`src/hw/rtl/fpd_pkg.sv`:
```
// Shared types and constants for the flight phase detector.
`default_nettype none

package fpd_pkg;

  localparam int SAMPLE_W = 24;
  localparam int THR_W    = 20;
  localparam int CFG_IDX_W = 2;
  localparam int DIFF_W   = SAMPLE_W + 1;

  localparam logic [CFG_IDX_W-1:0] REG_LAUNCH_RISE = 2'd0;
  localparam logic [CFG_IDX_W-1:0] REG_APOGEE_DROP = 2'd1;
  localparam logic [CFG_IDX_W-1:0] REG_LANDED_BAND = 2'd2;

  localparam logic [THR_W-1:0] LAUNCH_RISE_RST = 20'd1600;
  localparam logic [THR_W-1:0] APOGEE_DROP_RST = 20'd80;
  localparam logic [THR_W-1:0] LANDED_BAND_RST = 20'd80;

  typedef enum logic [1:0] {
    PHASE_PAD     = 2'd0,
    PHASE_ASCENT  = 2'd1,
    PHASE_DESCENT = 2'd2,
    PHASE_LANDED  = 2'd3
  } phase_e;

  typedef enum logic {
    ST_IDLE = 1'b0,
    ST_EVAL = 1'b1
  } ctrl_e;

  typedef struct packed {
    logic capture;
    logic shift;
  } cell_ctrl_t;

endpackage

`default_nettype wire

```
`src/hw/rtl/fpd_cell.sv`:
```
// One window cell: holds one altitude entry, compares it to the sample, shifts toward the oldest.
`default_nettype none

module fpd_cell (
  input  logic                                clk_i,
  input  logic                                rst_ni,
  input  fpd_pkg::cell_ctrl_t                 ctrl_i,
  input  logic signed [fpd_pkg::SAMPLE_W-1:0] shift_data_i,
  input  logic signed [fpd_pkg::SAMPLE_W-1:0] sample_i,
  input  logic        [fpd_pkg::THR_W-1:0]    launch_rise_i,
  input  logic        [fpd_pkg::THR_W-1:0]    apogee_drop_i,
  output logic signed [fpd_pkg::SAMPLE_W-1:0] entry_o,
  output logic                                rise_hit_o,
  output logic                                drop_hit_o
);
  import fpd_pkg::*;

  logic signed [SAMPLE_W-1:0] entry_q, entry_d;
  logic                       rise_q, rise_d;
  logic                       drop_q, drop_d;
  logic signed [DIFF_W-1:0]   diff;
  logic signed [DIFF_W-1:0]   rise_ext;
  logic signed [DIFF_W-1:0]   drop_neg;

  always_comb begin
    diff     = DIFF_W'(sample_i) - DIFF_W'(entry_q);
    rise_ext = $signed({{(DIFF_W-THR_W){1'b0}}, launch_rise_i});
    drop_neg = -$signed({{(DIFF_W-THR_W){1'b0}}, apogee_drop_i});
  end

  always_comb begin
    entry_d = ctrl_i.shift ? shift_data_i : entry_q;
    rise_d  = ctrl_i.capture ? (diff > rise_ext) : rise_q;
    drop_d  = ctrl_i.capture ? (diff < drop_neg) : drop_q;
  end

  always_ff @(posedge clk_i or negedge rst_ni) begin
    if (!rst_ni) begin
      entry_q <= '0;
      rise_q  <= 1'b0;
      drop_q  <= 1'b0;
    end else begin
      entry_q <= entry_d;
      rise_q  <= rise_d;
      drop_q  <= drop_d;
    end
  end

  assign entry_o    = entry_q;
  assign rise_hit_o = rise_q;
  assign drop_hit_o = drop_q;

endmodule

`default_nettype wire

```
`config.mk`:
```
export PLATFORM = sky130hd
export DESIGN_NAME = fpd_cell
export DESIGN_NICKNAME = d
export VERILOG_FILES = /design/src/hw/rtl/fpd_pkg.sv /design/src/hw/rtl/fpd_cell.sv
export SDC_FILE = /design/constraint.sdc
export NUM_CORES = 1
export LEC_CHECK = 0
export BUFFER_PORTS_ARGS = -buffer_cell sky130_fd_sc_hd__buf_4
export CAP_MARGIN = 40
export CORE_UTILIZATION = 45
export DETAILED_ROUTE_END_ITERATION = 12
export PLACE_DENSITY = 0.72
export SLEW_MARGIN = 5
export SYNTH_ARGS = -nofsm -noshare
export SYNTH_HDL_FRONTEND = slang
export SYNTH_SLANG_ARGS = --single-unit
```
`constraint.sdc`:
```
create_clock -name clk_i -period 4.1 [get_ports clk_i]
set_input_delay 0 -clock clk_i [delete_from_list [all_inputs] [get_ports clk_i]]
set_output_delay 0 -clock clk_i [all_outputs]
set_load 0.01 [all_outputs]
```
# Yosys cells after proc, flatten, opt, wreduce, memory -nomap -nowiden
# Cells that the tools add are included.
classes:
  n_addsub: 2
  n_mul: 0
  div: 0
  magnitude_cmp: 2
  n_eq_ne: 0
  shifts: 0
  muxes: 0
  bitwise_logic: 0
  reduce_logical: 0
op_table:
  columns: ["op", "count"]
  rows:
  - ["$gt A25 B21 Y1", 1]
  - ["$lt A25 B25 Y1", 1]
  - ["$neg A20 Y25", 1]
  - ["$sub A24 B24 Y25", 1]
totals:
  register_bits: 26
  latch_bits: 0
  ramBits: 0
  rom_bits: 0
  inputBits: 92
  out_inout_bits: 26
  word_cells: 7
  n_memories: 0

# Longest topological paths before layout
# Gate-level depths: netlist of run 1.
logic_depth:
  ltp_word: 2
  ltp_mapped: 21
  ltp_nobuf: 21

# Worst setup path after synthesis of run 1
# OpenSTA, ideal clock, no wires.
synth_path:
  path_type: "register to register"
  start: "register entry_q[0] (netlist: entry_o[0])"
  end: "register drop_q (netlist: drop_hit_o)"
  setup_ns: 0.082
  arrival_time_ns: 3.651
  required_ns: 4.018
  slack_ns: 0.368
  stages_incl_launch_ff: 21
  n_path_buf: 0
  period_less_slack_ns: 3.732
  path_cell_list: "dfrtp_1 > ha_1 > inv_1 > fa_1 > a21oi_1 > nand4b_1 > a21o_1 > nand2_1 > a21o_1 > a21oi_1 > xnor2_1 > ha_1 > a21o_1 > a21o_1 > a21o_1 > a21o_1 > a211oi_1 > o22ai_1 > nor2_1 > o221ai_1 > a31oi_1"
synth_via:
  elab_chain_cells: 2
synth_rtl:
  columns: ["element", "line_no", "source"]
  rows:
  - ["start: declaration", "fpd_cell.sv:18", "logic signed [SAMPLE_W-1:0] entry_q, entry_d;"]
  - ["start signal: assignment", "fpd_cell.sv:43", "entry_q <= entry_d;"]
  - ["$sub A24 B24 Y25", "fpd_cell.sv:26", "diff = DIFF_W'(sample_i) - DIFF_W'(entry_q);"]
  - ["$lt A25 B25 Y1", "fpd_cell.sv:34", "drop_d = ctrl_i.capture ? (diff < drop_neg) : drop_q;"]
  - ["end signal: assignment", "fpd_cell.sv:45", "drop_q <= drop_d;"]
  - ["end: declaration", "fpd_cell.sv:20", "logic drop_q, drop_d;"]
# Every way passes these cells.
# A chain may end at the register's enable or synchronous reset.

# Worst setup path after layout of run 1
layout_path:
  start: "register entry_q[2] (netlist: entry_o[2])"
  end: "register rise_q (netlist: rise_hit_o)"
layout_via:
  elab_chain_cells: 2
layout_rtl:
  columns: ["element", "line_no", "source"]
  rows:
  - ["$sub A24 B24 Y25", "fpd_cell.sv:26", null]
  - ["$gt A25 B21 Y1", "fpd_cell.sv:33", "rise_d = ctrl_i.capture ? (diff > rise_ext) : rise_q;"]
  - ["end signal: assignment", "fpd_cell.sv:44", "rise_q <= rise_d;"]
  - ["end: declaration", "fpd_cell.sv:19", "logic rise_q, rise_d;"]
# Every way passes these cells.

==> results of run 1 <==
registers in the layout, indices dropped and copies added, names as in the netlist:
signal and count:
drop_hit_o 1, rise_hit_o 1, entry_o 24
worst paths after layout:
path	start	endpoint	slack (ps)	depth (start not counted)
worst max register to register	entry_o[2]	rise_hit_o	-9	20
min in group asynchronous	rst_ni	drop_hit_o	160	2
worst min-delay path	ctrl_i[0]	entry_o[17]	150	3
worst min register to register	entry_o[16]	entry_o[16]	570	2
worst max-delay path	entry_o[2]	rise_hit_o	-9	20
max in group asynchronous	rst_ni	entry_o[0]	3670	2
cell type report:
type / count / area, sq um
clock buffer: 4 / 55.1
timing repair buffer: 148 / 1170
sequential: 26 / 651
tap: 102 / 128
multi-input combinational: 380 / 2820
fill: 676 / 2720
inverter: 61 / 229
stage by stage:
step                      setup TNS, ps  total power [uW]  hold slack [ps]
final                             -9.39              1340              150
after global routing               -304              1460              177
after CTS                             0              1300              149
after detailed placement          -95.5              1100            -73.7
after global placement                0              1070            -68.0
after floorplan                       0               834             -296
critical path, delay by kind of cell (launching register included):
family          cells  cell delay [ps]
flops               1              350
fa+ha+maj           2              610
buf+inv             1               80
xor+xnor            1              240
compound gates     11             1850
simple gates        5              840
cell usage in the layout, fill, tap and decap left out, drive strengths merged, types with 3 or more instances in the layout:
cell type	instances
a211oi	8
nor4	4
xnor2	13
o21a	5
or3	9
o21bai	5
a21boi	3
o21ai	44
or4	3
nor3	8
a221oi	3
nand2	51
nor2b	5
clkbuf	4
a21oi	31
nor2	26
ha	65
o2111ai	3
buf	123
a21o	12
nand3	9
o211ai	3
dlygate4sd3	25
nand4b	4
a31oi	3
inv	61
and3	3
xor2	19
and2	6
dfrtp	26
and4	3
nand2b	3
nand4	7
per-layer routing:
layer | global-route usage [%] | vias to the layer above
met5 | 0 | -
met2 | 40.1 | 95
met1 | 30.9 | 1766
li1 | - | 1978
met3 | 2.65 | 14
met4 | 4.82 | 0
power groups by stage:
| stage | sequential (uW) | clock, uW | combinational (uW) |
|---|---|---|---|
| 2_1_floorplan | 312 | 0 | 523 |
| 4_1_cts | 296 | 174 | 831 |
| 3_3_place_gp | 300 | 0 | 769 |
| 5_1_grt | 299 | 184 | 975 |
| 6_report | 296 | 170 | 877 |
| 3_5_place_dp | 301 | 0 | 800 |
cells by family (layout without fill, tap and decap cells):
family / count (synthesis) / count (layout) / share of synthesized area (%)
xor gates and xnor gates: 32 / 32 / 7.74
and+or+nand+nor: 147 / 147 / 21.0
DFF: 26 / 26 / 18.0
buffers and inverters: 67 / 213 / 6.95
muxes: 2 / 2 / 0.587
adders and majority gates: 66 / 66 / 23.0
AOI/OAI and AO/OA: 133 / 133 / 22.8
repair_timing:
action                                  in CTS  in global routing
endpoints found under the setup margin       1                  2
pin swaps                                    0                 13
gates resized for setup                      3                 14
hold endpoints to repair                    50                  0
setup buffers                                0                  4
hold buffers                                25                  0
==> flow_summary_export.csv, run 1 <==
group,metric,value,unit
run_status,outcome,"complete, but fails checks",
critical_path,critPathKind,"reg2reg",
placed_design,place_congestion,0.912,
clocking,numCtsBuffers,3,
critical_path,cpMostUsedCell,"a21oi_1",
floorplanning,die_width,91.7,microns
sta,slew_headroom,66.7,%
synth,synth_top_area_share,22.5,%
floorplanning,initial_core_util,46.6,%
sta,tightest_slew,499,ps
sta,finalClockSkew,12.3,ps
floorplanning,dieArea,8410,sq um
global_routing,grt_pass1_wl,16.0,mm
critical_path,max_stage_delay,400,ps
sta,fin_ws,-9.39,ps
global_routing,grt_max_degree,48,
route,met3WireLength,401,microns
synth,ys_async_sr_fraction,100,%
clocking,cts_sinks,26,
final_layout,fin_nets,778,
synth,synth_common_cells,"65 x ha_1, 61 x inv_1, 51 x nand2_1",
critical_path,crit_path_max_fanout,5,
pwr,vdd_drop_max,0.175,mV
route,drc,0,
global_routing,grtUsageTotal,23.1,%
clocking,clockBufferDepth,2,
route,wl_met1,4.82,mm
global_routing,grt_pass1_vias,3663,
synth,synth_area_leaders,"ha_1 22%, dfrtp_1 18%, inv_1 6.3%",
critical_path,required,4240,ps
placed_design,pre_cts_ws,-95.5,ps
final_layout,antenna_cells,0,
synth,yosysMostFrequentCell,"ha_1",
synth,synth_flop_cell,"dfrtp_1",
sta,finalHoldViolations,0,
clocking,clkLatencyLatePin,280,ps
final_layout,drive_gt1_share,24.1,%
pwr,p_int,780,uW
worst_hold_path,hold_path.class,"in2reg",
final_layout,final_cells,721,
pwr,pwr-share-clk,12.6,%
final_layout,utilization,65.0,%
critical_path,arrival,4250,ps
placed_design,dp_hpwl,8.20,mm
synth,ys_warn_count,0,
pwr,pwr-share-comb,65.3,%
synth,synth_edf_count,0,
critical_path,critPathSlowestCell,"or3b_1",
run_status,violations,"negative setup slack",
synth,synth_seq_cells,26,
placed_design,io_buffers,117,
synth,synth_seq_area_share,18.0,%
clocking,cts_root_buf,"clkbuf_8",
critical_path,start_kind,"flop",
floorplanning,core-area,7770,sq um
floorplanning,io_pins,118,
critical_path,crit_path_end_kind,"flop",
route,topRoutingLayerUsed,"met4",
pwr,powerDensity,266,nW/um^2
pwr,leakage,0.00255,uW
synth,netlist_instances,473,
route,viasPerCell,5.34,
route,finalWirelength,10.2,mm
placed_design,placed_cell_area,4620,sq um
sta,min_period,4110,ps
pwr,seqPwrFrac,22.1,%
sta,grt_setup_unrepaired,"yes",
global_routing,antenna_found_initial,0,
synth,syn-cell-area,3620,sq um
route,drt_iter0_drc,113,
route,wire_per_inst,14.2,microns
sta,setup_violations,1,
sta,fin_crit_sh,100,%
critical_path,path_cells,"inv_1, ha_4, a21oi_1, o211ai_1, or3b_1, nand2_1, and2_1, o21a_1, nor2_2, xnor2_2, ha_1, a21o_1, a211oi_1, o21ai_0, a21oi_1, o31a_1, nand2b_1, a21oi_1, o32ai_2, a41oi_1",
route,vias,3853,
sta,drv_slew,0,
final_layout,area_delta_synth_final,39.5,%
run,cap_violations,0,
route,wl_met2,4.88,mm
floorplanning,die-height,91.7,microns
floorplanning,row_count,32,
clocking,clkSlewWorstSetupHoldPaths,100,ps
clocking,tritoncts,"done",
clocking,htreeDepth,1,
synth,syn_nets,631,
synth,postSynthAreaPerCell,7.66,sq um
pwr,swShare,41.9,%
route,first_pass_iters,4,
placed_design,place_inst,688,
synth,synth_cell_type_count,54,
synth,yosysTopAreaCell,"ha_1",
route,drtAntennaViolNets,0,
sta,fmax,243,MHz
final_layout,design_area,5050,sq um
global_routing,grt-ovfl-total,0,
pwr,power.net_switching,563,uW
Note: power is estimated with default switching activity, not from simulation.
==> run 2: changes to the inputs <==
--- a/config.mk
+++ b/config.mk
@@ -5,11 +5,12 @@
 export SDC_FILE = /design/constraint.sdc
 export NUM_CORES = 1
 export LEC_CHECK = 0
+export ABC_AREA = 1
 export BUFFER_PORTS_ARGS = -buffer_cell sky130_fd_sc_hd__buf_4
 export CAP_MARGIN = 40
 export CORE_UTILIZATION = 45
 export DETAILED_ROUTE_END_ITERATION = 12
-export PLACE_DENSITY = 0.72
+export PLACE_DENSITY = 0.71
 export SLEW_MARGIN = 5
 export SYNTH_ARGS = -nofsm -noshare
 export SYNTH_HDL_FRONTEND = slang
==> run 2 against run 1 <==
  * The run now ends clean
  * Fmax is 13% higher
  * Sequential cell count stayed put
  * Final cell count is 17% higher
  * First-iteration DRC count is 2.7% higher
  * Routed wire length is 5.8% higher
  * Critical path depth is 2 higher
  * Largest cell class unchanged
==> flow_summary_export.csv, run 2 <==
group,metric,value,unit
pwr,vdd_drop_max,0.195,mV
sta,finalSetupTns,0,ps
placed_design,io_buffers,117,
synth,synth_cell_type_count,36,
final_layout,most-common-layout-cells,"156 x nand2_1, 117 x buf_4, 105 x inv_1",
synth,synth_area_leaders,"ha_1 21%, dfrtp_1 17%, nand2_1 15%",
floorplanning,initial_core_util,46.9,%
final_layout,layout.area.seq,651,sq um
final_layout,nFillCells,737,
synth,synth_common_cells,"156 x nand2_1, 105 x inv_1, 65 x ha_1",
route,first_pass_iters,4,
global_routing,grt-ovfl-total,0,
global_routing,grt_max_degree,48,
floorplanning,row_count,33,
sta,drv_slew,0,
final_layout,area_delta_synth_final,33.2,%
critical_path,arrival,3810,ps
placed_design,place_congestion,0.912,
clocking,tritoncts,"done",
final_layout,largest_register_ffs,24,
critical_path,crit_path_max_fanout,4,
floorplanning,io_pins,118,
synth,netlist_instances,599,
route,wire_per_inst,12.8,microns
clocking,numCtsBuffers,3,
critical_path,r2r_start,"entry_o[0]",
pwr,leakage,0.00288,uW
final_layout,final_common_cell,"nand2_1",
pwr,seqPwrFrac,22.6,%
route,drt_iter0_drc,116,
global_routing,grt_pass1_vias,4169,
global_routing,grtUsageMet1,30.3,%
global_routing,grt_pass1_wl,17.6,mm
synth,synth_edf_count,0,
synth,postSynthAreaPerCell,6.49,sq um
global_routing,grt.busiest_layer,"met2",
synth,yosysTopAreaCell,"ha_1",
global_routing,grtUsageTotal,24.4,%
worst_hold_path,hold_path.class,"in2reg",
synth,yosysMostFrequentCell,"nand2_1",
route,vias,4247,
final_layout,design_area,5180,sq um
synth,syn_nets,757,
sta,hold_ws,147,ps
sta,tightest_slew,443,ps
final_layout,fin_nets,900,
sta,fmax,275,MHz
synth,ys_warn_count,0,
pwr,pwr-share-comb,65.9,%
global_routing,met3_usage,2.33,%
floorplanning,die_width,95.0,microns
global_routing,antenna_found_initial,0,
run,cap_violations,0,
sta,min_period,3640,ps
critical_path,start_kind,"flop",
critical_path,critPathLaunch,"entry_o[0]",
placed_design,placed_cell_area,4880,sq um
worst_hold_path,worstHoldStart,"ctrl_i[0]",
clocking,cts_root_buf,"clkbuf_8",
synth,syn-cell-area,3890,sq um
floorplanning,core-area,8300,sq um
floorplanning,dieArea,9020,sq um
clocking,cts_sinks,26,
final_layout,antenna_cells,0,
route,drtAntennaViolNets,0,
synth,ys_async_sr_fraction,100,%
global_routing,gr-usage-met2,43.5,%
sta,finalHoldViolations,0,
pwr,pwr-share-clk,11.5,%
floorplanning,die-height,95.0,microns
route,finalWirelength,10.8,mm
final_layout,multi_input_area,2820,sq um
run_status,outcome,"finished clean",
sta,slew_headroom,70.2,%
clocking,clockBufferDepth,2,
synth,synth_seq_area_share,16.7,%
route,drc,0,
sta,finalClockSkew,2.24,ps
pwr,swShare,45.3,%
pwr,powerDensity,255,nW/um^2
pwr,power.net_switching,598,uW
clocking,clkSlewWorstSetupHoldPaths,100,ps
clocking,htreeDepth,1,
placed_design,dp_hpwl,8.97,mm
synth,synth_top_area_share,20.9,%
critical_path,critPathKind,"reg2reg",
synth,synth_seq_cells,26,
critical_path,required,4280,ps
final_layout,drive_gt1_share,19.7,%
clocking,clkLatencyLatePin,270,ps
sta,grt_setup_unrepaired,"no",
critical_path,crit_path_end_kind,"flop",
sta,setup_violations,0,
synth,synth_flop_cell,"dfrtp_1",
pwr,p_int,722,uW
clocking,post-cts-setup-buffers,0,
route,viasPerCell,5.03,
sta,fin_crit_sh,88.7,%
[run 2: cell count changes after synthesis, moves of 6 or more]
cell	before	now
a21o_1	12	1
a21oi_1	31	40
and2_1	6	0
inv_1	61	105
nand2_1	51	156
nand2_2	0	7
nand3_1	9	28
nor2_1	26	40
nor2_2	0	7
o21ai_0	44	32
or3_1	6	0
[run 2: cell families (layout without fill, tap and decap cells)]
group | Yosys count | in the layout | synth area share (%)
DFF | 26 | 26 | 16.7
xor gates and xnor gates | 33 | 33 | 7.43
muxes | 1 | 1 | 0.289
AOI/OAI and AO/OA | 92 | 92 | 13.2
adders and majority gates | 66 | 66 | 21.4
buffers and inverters | 112 | 253 | 10.8
and+or+nand+nor | 269 | 269 | 30.1
[run 2: critical path, stage by stage, from the launching register on]
cell	delay [ps]
dfrtp_1	430
ha_1	210
inv_1	140
fa_1	230
nand3_1	110
nor2_1	200
nor2_1	120
o21bai_1	300
a21oi_1	140
xnor2_1	270
ha_1	290
nand2_1	90
nor2_1	50
a211oi_1	180
o21ai_0	120
a21oi_1	170
nand3_1	90
nand3_1	70
nand2_1	50
nand2_1	70
nand3_1	70
nand3_1	90
nand2_1	50
[run 2: area by class of cell]
| class | instances | area share [%] |
|---|---|---|
| clock buffer | 3 | 0.797 |
| inverter | 107 | 7.75 |
| multi-input combinational | 461 | 54.4 |
| sequential | 26 | 12.6 |
| tap | 105 | 2.54 |
| timing repair buffer | 143 | 22.0 |
[run 2: final timing paths]
check	endpoint	slack, ps	cells past startpoint
max	drop_hit_o	460	22
min	entry_o[21]	150	3
max reg2reg	drop_hit_o	460	22
min reg2reg	rise_hit_o	500	2
max in group asynchronous	entry_o[11]	3680	2
min in group asynchronous	drop_hit_o	160	2
[run 2: metrics by stage]
step                      cells  util, %  power (uW)  worst slack (ps)
final                       845     62.4        1320               462
after global routing        845     62.4        1450              95.8
after CTS                   845     62.4        1320               565
after detailed placement    816     58.8        1140               585
after global placement      816     58.8        1110               706
after floorplan             599        -         874               998
[run 2: power groups by stage]
| stage | Sequential [uW] | Clock [uW] | Combinational, uW |
|---|---|---|---|
| after floorplan | 315 | 0 | 559 |
| after global placement | 302 | 0 | 811 |
| after detailed placement | 303 | 0 | 840 |
| after CTS | 298 | 152 | 865 |
| after global routing | 301 | 162 | 988 |
| final | 298 | 152 | 870 |
[run 2: layer usage]
layer  vias to the layer above  share of wire, %  routed length [microns]
met4                         0               2.6                      285
met3                        24               4.6                      496
met5                         -                 0                        0
met1                      1876                46                     5020
li1                       2223                 -                        -
met2                       124                46                     5020
[run 2: what timing repair did]
action	CTS	global route
gates resized for setup	0	0
hold endpoints to repair	51	0
hold buffers	26	0
